===== src/design/hlcs_pkg.sv =====
// hlcs_pkg: shared types, widths and constants of the hybrid logical clock stamper
// no dependencies; imported by every module of the block

package hlcs_pkg;

    localparam int unsigned TIME_W     = 64;
    localparam int unsigned LOGICAL_W  = 32;
    localparam int unsigned UNC_W      = 24;
    localparam int unsigned BASE_W     = 20;
    localparam int unsigned NODE_W     = 16;
    localparam int unsigned DRIFT_W    = 16;
    localparam int unsigned SRC_W      = 3;
    localparam int unsigned OP_W       = 2;
    localparam int unsigned CFG_IDX_W  = 3;
    localparam int unsigned CFG_DATA_W = 24;

    // drift term: floor(elapsed * drift / 256e6), clamped at 2^24
    localparam int unsigned PROD_W     = TIME_W + DRIFT_W;   // 80
    localparam int unsigned PRE_SHIFT  = 14;                  // 256e6 = 2^14 * 15625
    localparam int unsigned REM_W      = 38;
    localparam int unsigned DRIFT_OUT_W = UNC_W + 1;
    localparam logic [REM_W-1:0] SAT_LIMIT = 38'd262144000000; // 15625 * 2^24
    localparam logic [35:0] DIV_RECIP  = 36'd36028797019;      // ceil(2^49 / 15625)
    localparam logic [17:0] RECIP_HI   = DIV_RECIP[35:18];
    localparam logic [17:0] RECIP_LO   = DIV_RECIP[17:0];
    localparam int unsigned RECIP_SHIFT = 49;
    localparam int unsigned PART_W     = REM_W + 18;          // 56
    localparam int unsigned QSUM_W     = PART_W + 18;         // 74
    localparam logic [DRIFT_OUT_W-1:0] DRIFT_SAT = 25'h100_0000;

    localparam logic [UNC_W-1:0]  NTP_MARGIN_US = 24'd500;
    localparam logic [UNC_W-1:0]  PTP_MARGIN_US = 24'd50;
    localparam logic [BASE_W-1:0] BASE_UNC_RESET = 20'd100;
    localparam logic [UNC_W-1:0]  MAX_UNC_RESET  = 24'd10000;
    localparam logic [UNC_W-1:0]  STORED_UNC_RESET = 24'd100;

    typedef enum logic [OP_W-1:0] {
        OP_LOCAL = 2'd0,
        OP_PEER  = 2'd1,
        OP_AFTER = 2'd2,
        OP_SYNC  = 2'd3
    } op_t;

    typedef logic [SRC_W-1:0] src_t;
    localparam src_t SRC_SYSTEM = 3'd0;
    localparam src_t SRC_NTP    = 3'd1;
    localparam src_t SRC_PTP    = 3'd2;
    localparam src_t SRC_GPS    = 3'd3;
    localparam src_t SRC_ATOMIC = 3'd4;

    typedef logic [CFG_IDX_W-1:0] cfg_idx_t;
    localparam cfg_idx_t CFG_CLOCK_SOURCE = 3'd0;
    localparam cfg_idx_t CFG_BASE_UNC     = 3'd1;
    localparam cfg_idx_t CFG_MAX_UNC      = 3'd2;
    localparam cfg_idx_t CFG_DRIFT        = 3'd3;
    localparam cfg_idx_t CFG_NODE         = 3'd4;

    // item as it travels through the drift pipeline
    typedef struct packed {
        op_t                  op;
        logic [TIME_W-1:0]    t;
        logic                 t_eq_mid;
        logic [TIME_W-1:0]    skew;
        logic [LOGICAL_W-1:0] plog;
        logic [TIME_W-1:0]    target;
    } item_t;

    // result of the state update, before the interval is formed
    typedef struct packed {
        op_t                  op;
        logic [TIME_W-1:0]    t;
        logic [TIME_W-1:0]    target;
        logic [UNC_W-1:0]     u;
        logic [LOGICAL_W-1:0] logical;
        logic [TIME_W-1:0]    peak;
    } res_t;

endpackage


===== src/design/hlcs_drift.sv =====
// hlcs_drift: four-stage pipeline for the drift term, elapsed * drift / 256e6
// depends on hlcs_pkg; carries the item alongside the arithmetic

module hlcs_drift (
    input  logic                                   aclk,
    input  logic                                   aresetn,
    input  logic [hlcs_pkg::DRIFT_W-1:0]           drift_q8,
    input  logic                                   in_valid,
    output logic                                   in_ready,
    input  logic [hlcs_pkg::TIME_W-1:0]            in_elapsed,
    input  hlcs_pkg::item_t                        in_item,
    output logic                                   out_valid,
    input  logic                                   out_ready,
    output hlcs_pkg::item_t                        out_item,
    output logic [hlcs_pkg::DRIFT_OUT_W-1:0]       out_drift
);
    import hlcs_pkg::*;

    logic [3:0]              v_reg;
    logic [3:0]              rdy;
    item_t                   item_reg [4];
    logic [47:0]             lo_reg;
    logic [47:0]             hi_reg;
    logic                    sat2_reg;
    logic                    sat3_reg;
    logic [REM_W-1:0]        rem_reg;
    logic [PART_W-1:0]       pa_reg;
    logic [PART_W-1:0]       pb_reg;
    logic [DRIFT_OUT_W-1:0]  drift_reg;

    logic [PROD_W-1:0]       prod;
    logic [REM_W-1:0]        rem_next;
    logic                    sat_next;
    logic [QSUM_W-1:0]       qsum;
    logic [DRIFT_OUT_W-1:0]  drift_next;

    always_comb begin
        rdy[3] = !v_reg[3] || out_ready;
        rdy[2] = !v_reg[2] || rdy[3];
        rdy[1] = !v_reg[1] || rdy[2];
        rdy[0] = !v_reg[0] || rdy[1];
    end

    assign in_ready  = rdy[0];
    assign out_valid = v_reg[3];
    assign out_item  = item_reg[3];
    assign out_drift = drift_reg;

    // full product, pre-shift by the power of two, clamp test
    assign prod     = {hi_reg, 32'b0} + {32'b0, lo_reg};
    assign rem_next = prod[PRE_SHIFT+REM_W-1:PRE_SHIFT];
    assign sat_next = (|prod[PROD_W-1:PRE_SHIFT+REM_W]) || (rem_next >= SAT_LIMIT);

    // divide by 15625 through the reciprocal
    assign qsum       = {pa_reg, 18'b0} + {18'b0, pb_reg};
    assign drift_next = sat3_reg ? DRIFT_SAT
                                 : {1'b0, qsum[RECIP_SHIFT+UNC_W-1:RECIP_SHIFT]};

    always_ff @(posedge aclk) begin
        if (!aresetn) begin
            v_reg <= '0;
        end else begin
            if (rdy[0]) v_reg[0] <= in_valid;
            if (rdy[1]) v_reg[1] <= v_reg[0];
            if (rdy[2]) v_reg[2] <= v_reg[1];
            if (rdy[3]) v_reg[3] <= v_reg[2];
        end
    end

    always_ff @(posedge aclk) begin
        if (rdy[0]) begin
            item_reg[0] <= in_item;
            lo_reg      <= 48'(in_elapsed[31:0]) * 48'(drift_q8);
            hi_reg      <= 48'(in_elapsed[63:32]) * 48'(drift_q8);
        end
        if (rdy[1]) begin
            item_reg[1] <= item_reg[0];
            rem_reg     <= rem_next;
            sat2_reg    <= sat_next;
        end
        if (rdy[2]) begin
            item_reg[2] <= item_reg[1];
            pa_reg      <= PART_W'(rem_reg) * PART_W'(RECIP_HI);
            pb_reg      <= PART_W'(rem_reg) * PART_W'(RECIP_LO);
            sat3_reg    <= sat2_reg;
        end
        if (rdy[3]) begin
            item_reg[3] <= item_reg[2];
            drift_reg   <= drift_next;
        end
    end

endmodule


===== config.mk =====
export PLATFORM = sky130hd
export DESIGN_NAME = hlcs_drift
export DESIGN_NICKNAME = d
export VERILOG_FILES = /design/src/design/hlcs_pkg.sv /design/src/design/hlcs_drift.sv
export SDC_FILE = /design/constraint.sdc
export NUM_CORES = 2
export LEC_CHECK = 0
export ABC_AREA = 1
export BUFFER_PORTS_ARGS = -buffer_cell sky130_fd_sc_hd__buf_2
export CORE_MARGIN = 5
export CORE_UTILIZATION = 53
export CTS_CLUSTER_SIZE = 40
export DETAILED_ROUTE_END_ITERATION = 12
export PLACE_DENSITY = 0.73
export SLEW_MARGIN = 10
export SYNTH_ARGS = -nofsm -noshare
export SYNTH_HDL_FRONTEND = slang
export SYNTH_SLANG_ARGS = --single-unit

===== constraint.sdc =====
create_clock -name aclk -period 31.5 [get_ports aclk]
set_input_delay 4.725 -clock aclk [delete_from_list [all_inputs] [get_ports aclk]]
set_output_delay 4.725 -clock aclk [all_outputs]
set_load 0.05 [all_outputs]

After elaboration in Yosys (flattened, before gate mapping)
Memories as Yosys holds them, arrays and structs flattened.
Index checks and enable logic that the tools add are counted.

word-level totals
  bits in registers = 275
  memory bits (writable) = 908
  bits in latches = 0
  memories kept = 1
  logic and storage cells = 40
  input bits = 311
  output and inout port bits = 254
  memory bits (read-only) = 0

cells by class
  magnitude comparators = 1
  shift operators = 0
  reductions and logical operators = 10
  equal/unequal tests = 0
  $mul = 4
  add/sub/neg operators = 2
  muxes and demuxes = 9
  divide/modulo/power cells = 0
  bitwise gates (word level) = 0

memories
  name      depth  width  read ports  clocked after Yosys merged registers in  wr ports  line              RTL
  item_reg  4      227    4           0                                        4         hlcs_drift.sv:21  item_t item_reg [4];

operator list
  operator                number
  $mul 32x16->48          2
  $add 80x48->80          1
  $add 73x56->73          1
  $mul 38x18->56 const B  1
  $mul 38x17->54 const B  1
  $ge 38x38->1 const B    1
  $reduce_or 28->1        1
  $mux 25                 1
  $mux 1                  8
  $logic_or 1x1->1        5
  $logic_not 1->1         4

Depth between registers and ports, before layout
  depth in word-level cells = 7
  mapped depth = 29

Worst setup path after synthesis
OpenSTA, ideal clock, no wires.

  path kind = input-to-output
  start = input out_ready
  end = output in_ready
  data arrival time = 23479 ps
  required time = 26775 ps
  setup slack = 3296 ps
  stages = 6
  cell sequence = nor2_1 > inv_1 > nor2_1 > inv_1 > nor2_1 > nand2_1

between the ends
  word-level cells in the longest chain between the ends = 4

ends and longest elaborated chain
  item              line              RTL
  start, declared   hlcs_drift.sv:13  input logic out_ready,
  $logic_or 1x1->1  hlcs_drift.sv:38  rdy[3] = !v_reg[3] || out_ready;
  named net rdy[3]  hlcs_drift.sv:20  logic [3:0] rdy;
  $logic_or 1x1->1  hlcs_drift.sv:39  rdy[2] = !v_reg[2] || rdy[3];
  named net rdy[2]  hlcs_drift.sv:20
  $logic_or 1x1->1  hlcs_drift.sv:40  rdy[1] = !v_reg[1] || rdy[2];
  $logic_or 1x1->1  hlcs_drift.sv:41  rdy[0] = !v_reg[0] || rdy[1];
  end, declared     hlcs_drift.sv:9   output logic in_ready,

The timed path passes the listed nets, and every way through them passes these cells.

Worst setup path after layout
Same ends and word-level chain as after synthesis.

==> run summary <==
CP Capture Type: output pin
Die H: 439 microns
crit path kind: in2out
Post-synth EDFFs: 1146
number of setup buffers added after CTS: 0
Max Clk Rate: 0.0798 GHz
Synth Area per Inst: 10.1 sq um
design area: 106000 sq um
fin nets: 12400
number of max-cap violations: 0
asr flop ratio synth: 0
# resized after CTS: 0
global-route wire length before repair: 396 mm
clock transition at the registers of the reported paths: 0.07 ns
Cells after Synth: 9595
worst min path class: reg2reg
Synth cell types: 58
number of placement rows: 157
Total Neg Setup Slack: 0 ns
initial core utilization: 0.532
vias in the first global route: 71500
DR vias: 66200
DRC violations left: 0
CP Data Required Time: 26.78 ns
Root Buffer: clkbuf_16
Max Fanout on Critical Path: 114
GRT Overall Usage: 0.266
R2R Setup Slk: 24.80 ns
layout cells sized above 1: 0.0821
core area: 183000 sq um
Finish-stage setup viols: 0
post-route ant nets: 0
Port-buffer cells: 564
Die ar.: 192000 sq um
clock sinks: 1150
synth warn: 0
largest net degree at the start of global routing: 163
Synth Register Bits: 1150
main area contributors after synthesis: edfxtp_1 (35%), fa_1 (28%), inv_1 (9.9%), ha_1 (9.2%), nand2_1 (7.3%)
Clock Skew: 0.0759 ns
Slew HR: 0.324
DRT Pass-1 Iters: 6
routed len/inst: 19.9 microns
I/O pin count: 565
status: finished, final reports clean
Filler cells: 15200
Largest register FFs: 908
initial antenna violation count: 67
Remaining Overflow, GRT: 0
hold_buf cts: 0
Mapped Nets: 12000
share of the synthesized area in the top cell type: 0.354
H-tree Lvls: 3
placed standard-cell area: 103000 sq um
RSZ-0062 raised after global routing: false
number of CTS-inserted buffers: 108
final wirelength: 252 mm
Worst-Skew Late Latency: 0.72 ns
CP startpoint kind: primary input
CTS max path bufs: 3
Tmin final: 12.53 ns
post-synthesis sequential area ratio: 0.354
Final Hold Vio Count: 0
count of pins over their slew limit: 0
Primary FF master, synth: edfxtp_1
Netlist Area Pre-Place: 97300 sq um
Die W: 439 microns
CTS tree: yes
synthesis-to-finish area growth: 9.09%
actual slew at the worst max-slew pin: 1.01 ns
Final Cycle Share: 0.398
Final HPWL DP: 201 mm
Crit path arrival time: 7.80 ns
Routability Congestion: 0.947
initial DRC count: 4848
vias per std cell: 5.23
area leader, netlist: edfxtp_1
## cells by family after synthesis
logic type | synth area share
simple gates | 0.111
flops | 0.354
xor+xnor | 0.0162
buf+inv | 0.109
fa+ha+maj | 0.369
compound gates | 0.0409
## cell usage after synthesis, drive strengths merged, types with 5 or more instances
library cell  instances
a21oi               302
nand4                33
nor2                474
xnor2                59
inv                2580
buf                  50
nand3b                5
xor2                121
clkbuf              191
and3                 12
a21o                 42
a31oi                63
nand3               176
o21a                 18
a21boi               15
nor3                 47
nand2              1914
o21ai               197
nor4                 24
ha                  716
edfxtp             1146
fa                 1345
o21bai               33
## path summary, 6_finish.rpt
| check | startpoint | end | depth (start not counted) |
|---|---|---|---|
| min reg2reg | item_reg[1][169] | item_reg[2][169] | 0 |
| max reg2reg | rem_reg[15] | pb_reg[44] | 19 |
| max | out_ready | in_ready | 8 |
| min | item_reg[1][169] | item_reg[2][169] | 0 |
## metal layers
| metal | routed length, microns | global-route usage |
|---|---|---|
| met1 | 99400 | 0.349 |
| met4 | 11100 | 0.107 |
| met5 | 16 | 0 |
| met3 | 18500 | 0.0391 |
| met2 | 123000 | 0.449 |
## metrics by stage
step	setup slack [ns]	hold slack [ns]	std cells	util
2_1_floorplan	3.30	0.400	9595	-
3_3_place_gp	19.06	0.400	12400	0.561
3_5_place_dp	19.09	0.405	12400	0.561
4_1_cts	19.01	0.376	12600	0.580
5_1_grt	18.89	0.393	12600	0.580
6_report	18.97	0.377	12600	0.581
## worst max-delay path, cell delays in order
cell and delay [ns]:
buf_2 0.10, nor2_1 0.29, inv_8 0.25, nor2_1 0.42, inv_8 0.34, nor2_1 0.62, nand2_4 0.51, buf_2 0.37
## final cells by class
class,instances,area [sq um],share of cell area
diodes,41,103,0.000966
clock buffers,130,2790,0.0262
clock inverters,70,712,0.00671
inverters,2580,9710,0.0914
multi-input cells,5624,52200,0.492
flip-flops and latches,1150,34500,0.325
well taps,2464,3080,0.0290
repair buffers,587,3040,0.0286
## layout by cell type, fill, tap and decap left out, types with 42 or more instances in the layout
master	count
fa_1	1345
a21o_1	42
a21oi_1	294
nor2_1	460
nor3_1	44
nand2_1	1895
nand3_1	165
inv_1	2575
xor2_1	121
o21ai_0	172
xnor2_1	59
buf_2	561
clkbuf_16	108
a31oi_1	63
ha_1	716
edfxtp_1	1146
Power is not shown: default switching activity piles up to over one toggle a cycle in this logic, so the estimate is an artifact.
