==> src/design/hlcs_pkg.sv <==
// hlcs_pkg: shared types, widths and constants of the hybrid logical clock stamper
// no dependencies; imported by every module of the block

package hlcs_pkg;

    localparam int unsigned TIME_W     = 64;
    localparam int unsigned LOGICAL_W  = 32;
    localparam int unsigned UNC_W      = 24;
    localparam int unsigned BASE_W     = 20;
    localparam int unsigned NODE_W     = 16;
    localparam int unsigned DRIFT_W    = 16;
    localparam int unsigned SRC_W      = 3;
    localparam int unsigned OP_W       = 2;
    localparam int unsigned CFG_IDX_W  = 3;
    localparam int unsigned CFG_DATA_W = 24;

    // drift term: floor(elapsed * drift / 256e6), clamped at 2^24
    localparam int unsigned PROD_W     = TIME_W + DRIFT_W;   // 80
    localparam int unsigned PRE_SHIFT  = 14;                  // 256e6 = 2^14 * 15625
    localparam int unsigned REM_W      = 38;
    localparam int unsigned DRIFT_OUT_W = UNC_W + 1;
    localparam logic [REM_W-1:0] SAT_LIMIT = 38'd262144000000; // 15625 * 2^24
    localparam logic [35:0] DIV_RECIP  = 36'd36028797019;      // ceil(2^49 / 15625)
    localparam logic [17:0] RECIP_HI   = DIV_RECIP[35:18];
    localparam logic [17:0] RECIP_LO   = DIV_RECIP[17:0];
    localparam int unsigned RECIP_SHIFT = 49;
    localparam int unsigned PART_W     = REM_W + 18;          // 56
    localparam int unsigned QSUM_W     = PART_W + 18;         // 74
    localparam logic [DRIFT_OUT_W-1:0] DRIFT_SAT = 25'h100_0000;

    localparam logic [UNC_W-1:0]  NTP_MARGIN_US = 24'd500;
    localparam logic [UNC_W-1:0]  PTP_MARGIN_US = 24'd50;
    localparam logic [BASE_W-1:0] BASE_UNC_RESET = 20'd100;
    localparam logic [UNC_W-1:0]  MAX_UNC_RESET  = 24'd10000;
    localparam logic [UNC_W-1:0]  STORED_UNC_RESET = 24'd100;

    typedef enum logic [OP_W-1:0] {
        OP_LOCAL = 2'd0,
        OP_PEER  = 2'd1,
        OP_AFTER = 2'd2,
        OP_SYNC  = 2'd3
    } op_t;

    typedef logic [SRC_W-1:0] src_t;
    localparam src_t SRC_SYSTEM = 3'd0;
    localparam src_t SRC_NTP    = 3'd1;
    localparam src_t SRC_PTP    = 3'd2;
    localparam src_t SRC_GPS    = 3'd3;
    localparam src_t SRC_ATOMIC = 3'd4;

    typedef logic [CFG_IDX_W-1:0] cfg_idx_t;
    localparam cfg_idx_t CFG_CLOCK_SOURCE = 3'd0;
    localparam cfg_idx_t CFG_BASE_UNC     = 3'd1;
    localparam cfg_idx_t CFG_MAX_UNC      = 3'd2;
    localparam cfg_idx_t CFG_DRIFT        = 3'd3;
    localparam cfg_idx_t CFG_NODE         = 3'd4;

    // item as it travels through the drift pipeline
    typedef struct packed {
        op_t                  op;
        logic [TIME_W-1:0]    t;
        logic                 t_eq_mid;
        logic [TIME_W-1:0]    skew;
        logic [LOGICAL_W-1:0] plog;
        logic [TIME_W-1:0]    target;
    } item_t;

    // result of the state update, before the interval is formed
    typedef struct packed {
        op_t                  op;
        logic [TIME_W-1:0]    t;
        logic [TIME_W-1:0]    target;
        logic [UNC_W-1:0]     u;
        logic [LOGICAL_W-1:0] logical;
        logic [TIME_W-1:0]    peak;
    } res_t;

endpackage

==> src/design/hlcs_state.sv <==
// hlcs_state: clock state, uncertainty update and per-op logical counter stage
// depends on hlcs_pkg; fed by hlcs_drift, feeds the output stage of the top level

module hlcs_state (
    input  logic                               aclk,
    input  logic                               aresetn,
    input  logic [hlcs_pkg::SRC_W-1:0]         clock_source,
    input  logic [hlcs_pkg::BASE_W-1:0]        base_unc,
    input  logic [hlcs_pkg::UNC_W-1:0]         max_unc,
    input  logic                               in_valid,
    output logic                               in_ready,
    input  hlcs_pkg::item_t                    in_item,
    input  logic [hlcs_pkg::DRIFT_OUT_W-1:0]   in_drift,
    output logic                               out_valid,
    input  logic                               out_ready,
    output hlcs_pkg::res_t                     out_res
);
    import hlcs_pkg::*;

    logic [UNC_W-1:0]     stored_unc_reg, stored_unc_next;
    logic [TIME_W-1:0]    prev_phys_reg, prev_phys_next;
    logic [LOGICAL_W-1:0] logical_reg, logical_next;
    logic [TIME_W-1:0]    peak_reg, peak_next;
    logic                 res_v_reg;
    res_t                 res_reg, res_next;

    logic [UNC_W+1:0]     sum_u;
    logic [UNC_W-1:0]     u_cur;
    logic [UNC_W-1:0]     ntp_sum;
    logic [UNC_W-1:0]     ptp_sum;
    logic [UNC_W-1:0]     ntp_capped;
    logic [UNC_W-1:0]     ptp_capped;
    logic [LOGICAL_W-1:0] hi_logical;
    logic                 same_t;
    logic                 take;

    assign take      = in_valid && in_ready;
    assign in_ready  = !res_v_reg || out_ready;
    assign out_valid = res_v_reg;
    assign out_res   = res_reg;

    assign sum_u      = {2'b0, stored_unc_reg} + {1'b0, in_drift};
    assign u_cur      = (sum_u > {2'b0, max_unc}) ? max_unc : sum_u[UNC_W-1:0];
    assign ntp_sum    = {4'b0, base_unc} + NTP_MARGIN_US;
    assign ptp_sum    = {4'b0, base_unc} + PTP_MARGIN_US;
    assign ntp_capped = (ntp_sum > max_unc) ? max_unc : ntp_sum;
    assign ptp_capped = (ptp_sum > max_unc) ? max_unc : ptp_sum;
    assign same_t     = (in_item.t == prev_phys_reg);
    assign hi_logical = (logical_reg > in_item.plog) ? logical_reg : in_item.plog;

    always_comb begin
        stored_unc_next = stored_unc_reg;
        prev_phys_next  = prev_phys_reg;
        logical_next    = logical_reg;
        peak_next       = peak_reg;
        res_next.op     = in_item.op;
        res_next.t      = in_item.t;
        res_next.target = in_item.target;
        res_next.u      = u_cur;
        res_next.logical = '0;
        res_next.peak   = peak_reg;
        case (in_item.op)
            OP_SYNC: begin
                case (clock_source)
                    SRC_NTP, SRC_GPS: stored_unc_next = ntp_capped;
                    SRC_PTP:          stored_unc_next = ptp_capped;
                    default:          stored_unc_next = stored_unc_reg;
                endcase
                res_next.u = stored_unc_next;
            end
            OP_PEER: begin
                if (same_t) begin
                    logical_next = hi_logical + 32'd1;
                end else begin
                    prev_phys_next = in_item.t;
                    logical_next   = in_item.t_eq_mid ? in_item.plog + 32'd1 : '0;
                end
                if (in_item.skew > peak_reg) begin
                    peak_next = in_item.skew;
                end
                res_next.logical = logical_next;
                res_next.peak    = peak_next;
            end
            default: begin
                // local stamp and stamp after target
                if (same_t) begin
                    logical_next = logical_reg + 32'd1;
                end else begin
                    prev_phys_next = in_item.t;
                    logical_next   = '0;
                end
                stored_unc_next  = u_cur;
                res_next.logical = logical_next;
            end
        endcase
    end

    always_ff @(posedge aclk) begin
        if (!aresetn) begin
            stored_unc_reg <= STORED_UNC_RESET;
            prev_phys_reg  <= '0;
            logical_reg    <= '0;
            peak_reg       <= '0;
            res_v_reg      <= 1'b0;
        end else begin
            if (in_ready) begin
                res_v_reg <= in_valid;
            end
            if (take) begin
                stored_unc_reg <= stored_unc_next;
                prev_phys_reg  <= prev_phys_next;
                logical_reg    <= logical_next;
                peak_reg       <= peak_next;
            end
        end
    end

    always_ff @(posedge aclk) begin
        if (take) begin
            res_reg <= res_next;
        end
    end

endmodule

==> config.mk <==
export PLATFORM = sky130hd
export DESIGN_NAME = hlcs_state
export DESIGN_NICKNAME = d
export VERILOG_FILES = /design/src/design/hlcs_pkg.sv /design/src/design/hlcs_state.sv
export SDC_FILE = /design/constraint.sdc
export NUM_CORES = 1
export LEC_CHECK = 0
export BUFFER_PORTS_ARGS = -buffer_cell sky130_fd_sc_hd__buf_4
export CORE_AREA = 5 5 326 328
export CTS_CLUSTER_DIAMETER = 150
export DETAILED_ROUTE_END_ITERATION = 12
export DIE_AREA = 0 0 331 333
export PLACE_DENSITY = 0.43
export SYNTH_ARGS = -nofsm -noshare
export SYNTH_HDL_FRONTEND = slang
export SYNTH_SLANG_ARGS = --single-unit
==> constraint.sdc <==
create_clock -name aclk -period 8.5 [get_ports aclk]
set_clock_uncertainty 0.15 [all_clocks]
set_input_delay 0.85 -clock aclk [delete_from_list [all_inputs] [get_ports aclk]]
set_output_delay 0.85 -clock aclk [all_outputs]
set_load 0.005 [all_outputs]
After elaboration in Yosys (flattened, before gate mapping)
Cells that the tools add are included.
{ "classes": {"add_sub_neg": 6, "eq_ne": 6, "bitwise_logic": 3, "reduce_logical": 7, "order_cmp": 5, "n_mux": 14} }
{ "ops": {"columns": ["op", "n"], "rows": [
  ["$mux 32", 4],
  ["$mux 64", 2],
  ["$pmux 32 s2", 2],
  ["$add 32x1->32 const B", 3],
  ["$mux 24", 4],
  ["$pmux 24 s2", 2],
  ["$eq 64x64->1", 1],
  ["$gt 64x64->1", 1],
  ["$gt 21x24->1", 2],
  ["$gt 32x32->1", 1],
  ["$add 24x25->26", 1],
  ["$gt 26x24->1", 1],
  ["$add 20x6->21 const B", 1],
  ["$add 20x9->21 const B", 1],
  ["$eq 3x2->1 const B", 2],
  ["$reduce_and 2->1", 2],
  ["$eq 3x1->1 const B", 1],
  ["$not 1->1", 3],
  ["$reduce_and 3->1", 1],
  ["$eq 2x1->1 const B", 1],
  ["$eq 2x2->1 const B", 1],
  ["$reduce_or 2->1", 1],
  ["$logic_and 1x1->1", 1],
  ["$logic_not 1->1", 1],
  ["$logic_or 1x1->1", 1]
]} }
{ "totals": {"inputBits": 303, "wordCells": 52, "output_inout_bits": 252, "regBits": 435} }

Longest topological paths before layout
{ "depth": {"depth_word": 5, "ltp_mapped": 21, "depth_no_buf": 19} }

Worst setup path before layout
OpenSTA, ideal clock, no wires.
{ "synth_timing": {"path_kind": "input port to flip-flop", "start": "input port out_ready", "end": "register prev_phys_reg[10]", "path_slack_ps": 477, "path_stages": 8, "setup_time_ps": 128, "n_path_buf": 1, "arrival_time_ps": 7746, "required_ps": 8222, "cell_sequence": "nand2b_1 nand2_1 inv_1 nand2_1 nor2_1 clkbuf_1 mux2i_1 nor2_1"} }
{ "synth_via": {"elab_chain_len": 3} }
{ "synth_lines": {"columns": ["element", "line_no", "rtl"], "rows": [
  ["start: declaration", "hlcs_state.sv:15", "input logic out_ready,"],
  ["$logic_or 1x1->1", "hlcs_state.sv:38", "assign in_ready = !res_v_reg || out_ready;"],
  ["$logic_and 1x1->1", "hlcs_state.sv:37", "assign take = in_valid && in_ready;"],
  ["via take", "hlcs_state.sv:35", "logic take;"],
  ["$reduce_and 3->1 (no source line)", null, null],
  ["end signal: assignment", "hlcs_state.sv:111", "prev_phys_reg <= prev_phys_next;"],
  ["end: declaration", "hlcs_state.sv:21", "logic [TIME_W-1:0] prev_phys_reg, prev_phys_next;"]
]} }
The timed path passes the listed nets, and every way through them passes these cells.
A chain may end at the register's enable or synchronous reset.

==> results by stage <==
STA:
- Setup violations remaining at the end of the flow were counted as 0.
- For the final routed database, the setup TNS stands at 0 ps.
- The share of the clock period used by the worst path is 0.674.
- Setup repair after global routing left no endpoint under its margin.
- In this run the tightest slew margin relative to its limit is 0.274.
- The final number of max-transition violations came to 0.
- The worst path needs 5730 ps of the cycle, external delays included.
- The highest achievable clock rate is 174 MHz.
- The actual transition at the worst max-transition pin is 1090 ps.
- The count of endpoints failing hold in the final timing report is 0.

Drt:
- The final wirelength is 92,400 µm.
- The via count normalized by instance count is 4.64.
- For this run, design rule violations remaining after detail routing come to 0.
- Once detail routing completed, the nets flagged for antenna violations numbered 0.
- The first TritonRoute pass finished after 6 iterations.
- The routed layout has 20.9k vias.
- The average detailed-routed wire length per instance is 20.5 µm.
- The DRC marker count from the first detailed-route iteration is 1,199.

Synth:
- The distinct cell type count after synthesis is 87.
- After synthesis, the largest family of logic cells by area is simple AND/OR/NAND/NOR gates.
- The complex-gate fraction of the synthesized area is 0.119.
- By instance count, the leading cell after synthesis is sky130_fd_sc_hd__nand2_1.
- The simple-gate share of the synthesized area is 0.143.
- The cell count after synthesis is 2,543.
- The commonest register cell after synthesis is sky130_fd_sc_hd__edfxtp_1.
- Of the synthesized area, sequential elements account for 0.440.
- The adder-cell share of the synthesized area is 0.0940.
- Yosys attributes the largest share of cell area to sky130_fd_sc_hd__edfxtp_1 29%, sky130_fd_sc_hd__dfxtp_1 15%, sky130_fd_sc_hd__ha_1 9.3%.
- The per-instance average area after synthesis is 10.0 µm².
- The number of enable-type register cells in the synthesized netlist is 250.
- The total standard cell area after synthesis is 25,500 µm².
- The number of synthesis warnings is 0.
- The proportion of netlist area held by the largest area contributor is 0.294.
- By count the netlist is led by 264 x sky130_fd_sc_hd__nand2_1, 250 x sky130_fd_sc_hd__edfxtp_1, 194 x sky130_fd_sc_hd__nor2_1.
- The parity-gate share of the synthesized area counting xor and xnor cells is 0.0704.
- The post-synth net total is 3,037.
- In this run, synthesis produced a sequential element count of 435.
- After synthesis, the share of flip-flops with an asynchronous set or reset is 0.
- Of the post-synthesis cell area, the part taken by muxes is 0.0912.
- The leading area contributor after synthesis is sky130_fd_sc_hd__edfxtp_1.

Setup path:
- STA puts the critical path data arrival time at 5960 ps.
- At the worst endpoint, the required time is 8720 ps.
- STA classifies the critical path startpoint as a flop.
- The critical path start-end classification is flop to flop.
- The endpoint class of the critical path is a flop.
- In this run the worst path has a maximum fanout of 37.

Clock tree:
- The CTS H-tree depth is 2.
- The clock tree from TritonCTS is built.
- Gates resized during post-CTS repair numbered 0.
- The number of buffers inserted for hold repair after clock tree synthesis is 0.
- The number of setup buffers added after CTS is 0.
- The number of buffers added by the clock tree synthesis step is 55.
- The clock-pin slew of the registers on the worst-case setup and hold paths is 60 ps.
- The clock passes through at most 3 buffers.
- The later pin in the worst-skew pair is clocked with a latency of 640 ps.
- Clock tree synthesis selected as its root buffer the cell sky130_fd_sc_hd__clkbuf_16.
- The clock net sink count is 435.

Finish:
- The register with the most flip-flops in the layout has 250 of them.
- From synthesis to final layout, the design area changed by 29.2%.
- The net count of the finished layout is 3,564.
- Of the cells placed in the final design, the portion with a size suffix greater than 1 is 0.230.
- The finished cells cover 32,900 µm².
- The final cell utilization of the core is 0.320.
- The finished layout holds 4,499 standard cells, fillers aside.
- The number of fillers in the final layout is 10.8k.

Placement:
- The weighted congestion reported at the end of routability-driven placement is 0.850.
- The cell total after placement is 4,393.
- Summed over all nets, the half-perimeter wirelength after detailed placement is 70,500 µm.
- The area of placed instances is 31,100 µm².
- During placement, the flow inserted port buffers numbering 554.

Floorplan:
- The region available for standard cell placement spans 103,000 µm².
- The floorplan step defined a die boundary enclosing 110,000 µm².
- The I/O pin count is 555.
- The die boundary width is 331 µm.
- The number of placement rows is 118.
- Measured along the y axis, the die boundary spans 333 µm.
- The initial utilization of the core area, before any placement, comes to 0.248.

Pwr:
- Summed over all cells, the static leakage comes to 13.7 nW.
- The power per standard cell area is 183 nW/µm².
- IR analysis of the VDD net gives a maximum drop of 146 µV.

Global routing:
- The global-route met1 utilization is 0.210.
- The global-route wire length before repair is 135,000 µm.
- In the global route stage, overall resource usage came out at 0.160.
- The total congestion overflow after global routing is 0.
- The most used routing layer in global routing is met2.
- In the global route stage, met3 resource usage came out at 0.0450.
- The largest net degree at the start of global routing is 90.
- The number of antenna violations at the first check in global routing was 14.
- The via count of the first global-routing pass is 20.8k.
- For this run, global-route usage on met2 was measured as 0.263.

Run:
- The max-cap violation count is 0.

Run status:
- The run finished with clean final reports.

Worst hold path:
- The worst hold path class is input pin to flop.
## layer usage
| layer | routed length (µm) | up-vias | part of all wire |
|---|---|---|---|
| li1 | - | 10300 | - |
| met3 | 6740 | 115 | 0.073 |
| met4 | 1800 | 24 | 0.019 |
| met2 | 42700 | 565 | 0.46 |
| met1 | 41000 | 9891 | 0.44 |
| met5 | 150 | - | 0.0016 |
## layout make-up
class | instances | area (µm²) | share of cell area
Multi-Input combinational cell | 1845 | 13200 | 0.402
Sequential cell | 435 | 11200 | 0.340
Timing Repair Buffer | 576 | 4330 | 0.131
Tap cell | 1380 | 1730 | 0.0524
Clock buffer | 81 | 1570 | 0.0475
Inverter | 157 | 598 | 0.0182
Clock inverter | 23 | 268 | 0.00813
Antenna cell | 2 | 5.00 | 0.000152
## metrics by stage
stage	total power, mW	worst slack [ps]	hold slack (ps)
finish	6.04	2770	239
global route	6.37	2530	178
CTS	6.16	2870	165
detailed placement	3.70	2290	314
global placement	3.70	2260	309
floorplan	3.16	477	294
## final timing paths
| path | end | slack (ps) | startpoint | depth (start not counted) |
|---|---|---|---|---|
| max | out_res[94] | 2770 | logical_reg[18] | 18 |
| min | out_res[122] | 240 | in_item[2] | 1 |
| max reg2reg | out_res[94] | 2770 | logical_reg[18] | 18 |
| min reg2reg | peak_reg[59] | 320 | peak_reg[59] | 2 |
## worst max-delay path, stage by stage, from the launching register on
cell and delay [ps]:
sky130_fd_sc_hd__dfxtp_1 590, sky130_fd_sc_hd__ha_1 320, sky130_fd_sc_hd__nand2_1 70, sky130_fd_sc_hd__o21ai_0 160, sky130_fd_sc_hd__a2111oi_0 710, sky130_fd_sc_hd__a31oi_1 290, sky130_fd_sc_hd__o21ai_4 210, sky130_fd_sc_hd__buf_4 510
sky130_fd_sc_hd__nand2_1 90, sky130_fd_sc_hd__o21ai_0 90, sky130_fd_sc_hd__ha_1 320, sky130_fd_sc_hd__nand4_1 310, sky130_fd_sc_hd__or4_1 710, sky130_fd_sc_hd__nor2_1 280, sky130_fd_sc_hd__nand2_1 100, sky130_fd_sc_hd__xor2_1 130
sky130_fd_sc_hd__o21ai_0 80, sky130_fd_sc_hd__a21oi_1 210, sky130_fd_sc_hd__o21ai_0 110
## cells in the final DEF, fill, tap and decap left out, types with 34 or more instances in the layout
| cell | synthesis | routed |
|---|---|---|
| sky130_fd_sc_hd__dfxtp_1 | 185 | 185 |
| sky130_fd_sc_hd__nor2_1 | 194 | 192 |
| sky130_fd_sc_hd__mux2_1 | 60 | 60 |
| sky130_fd_sc_hd__a21o_1 | 34 | 34 |
| sky130_fd_sc_hd__o21ai_0 | 71 | 70 |
| sky130_fd_sc_hd__mux2i_1 | 157 | 157 |
| sky130_fd_sc_hd__ha_1 | 190 | 190 |
| sky130_fd_sc_hd__xor2_1 | 113 | 113 |
| sky130_fd_sc_hd__clkbuf_16 | 0 | 56 |
| sky130_fd_sc_hd__edfxtp_1 | 250 | 250 |
| sky130_fd_sc_hd__buf_4 | 11 | 575 |
| sky130_fd_sc_hd__nand2_1 | 264 | 264 |
| sky130_fd_sc_hd__nor3_1 | 40 | 40 |
| sky130_fd_sc_hd__a21oi_1 | 109 | 109 |
| sky130_fd_sc_hd__nand4_1 | 49 | 49 |
| sky130_fd_sc_hd__xnor2_1 | 92 | 92 |
| sky130_fd_sc_hd__nand3_1 | 86 | 86 |
| sky130_fd_sc_hd__inv_1 | 155 | 154 |
## power by group
part / switching (mW) / internal [mW]
registers: 0.0804 / 2.38
clock network: 0.985 / 1.40
logic: 0.670 / 0.516
total: 1.74 / 4.30
## cells by family after synthesis
kind of cell / after synthesis
mux: 224
flops: 435
buf+inv: 263
fa+ha+maj: 191
compound gates: 447
xor+xnor: 205
simple gates: 778
No activity file was read; power rests on OpenSTA's default activity.
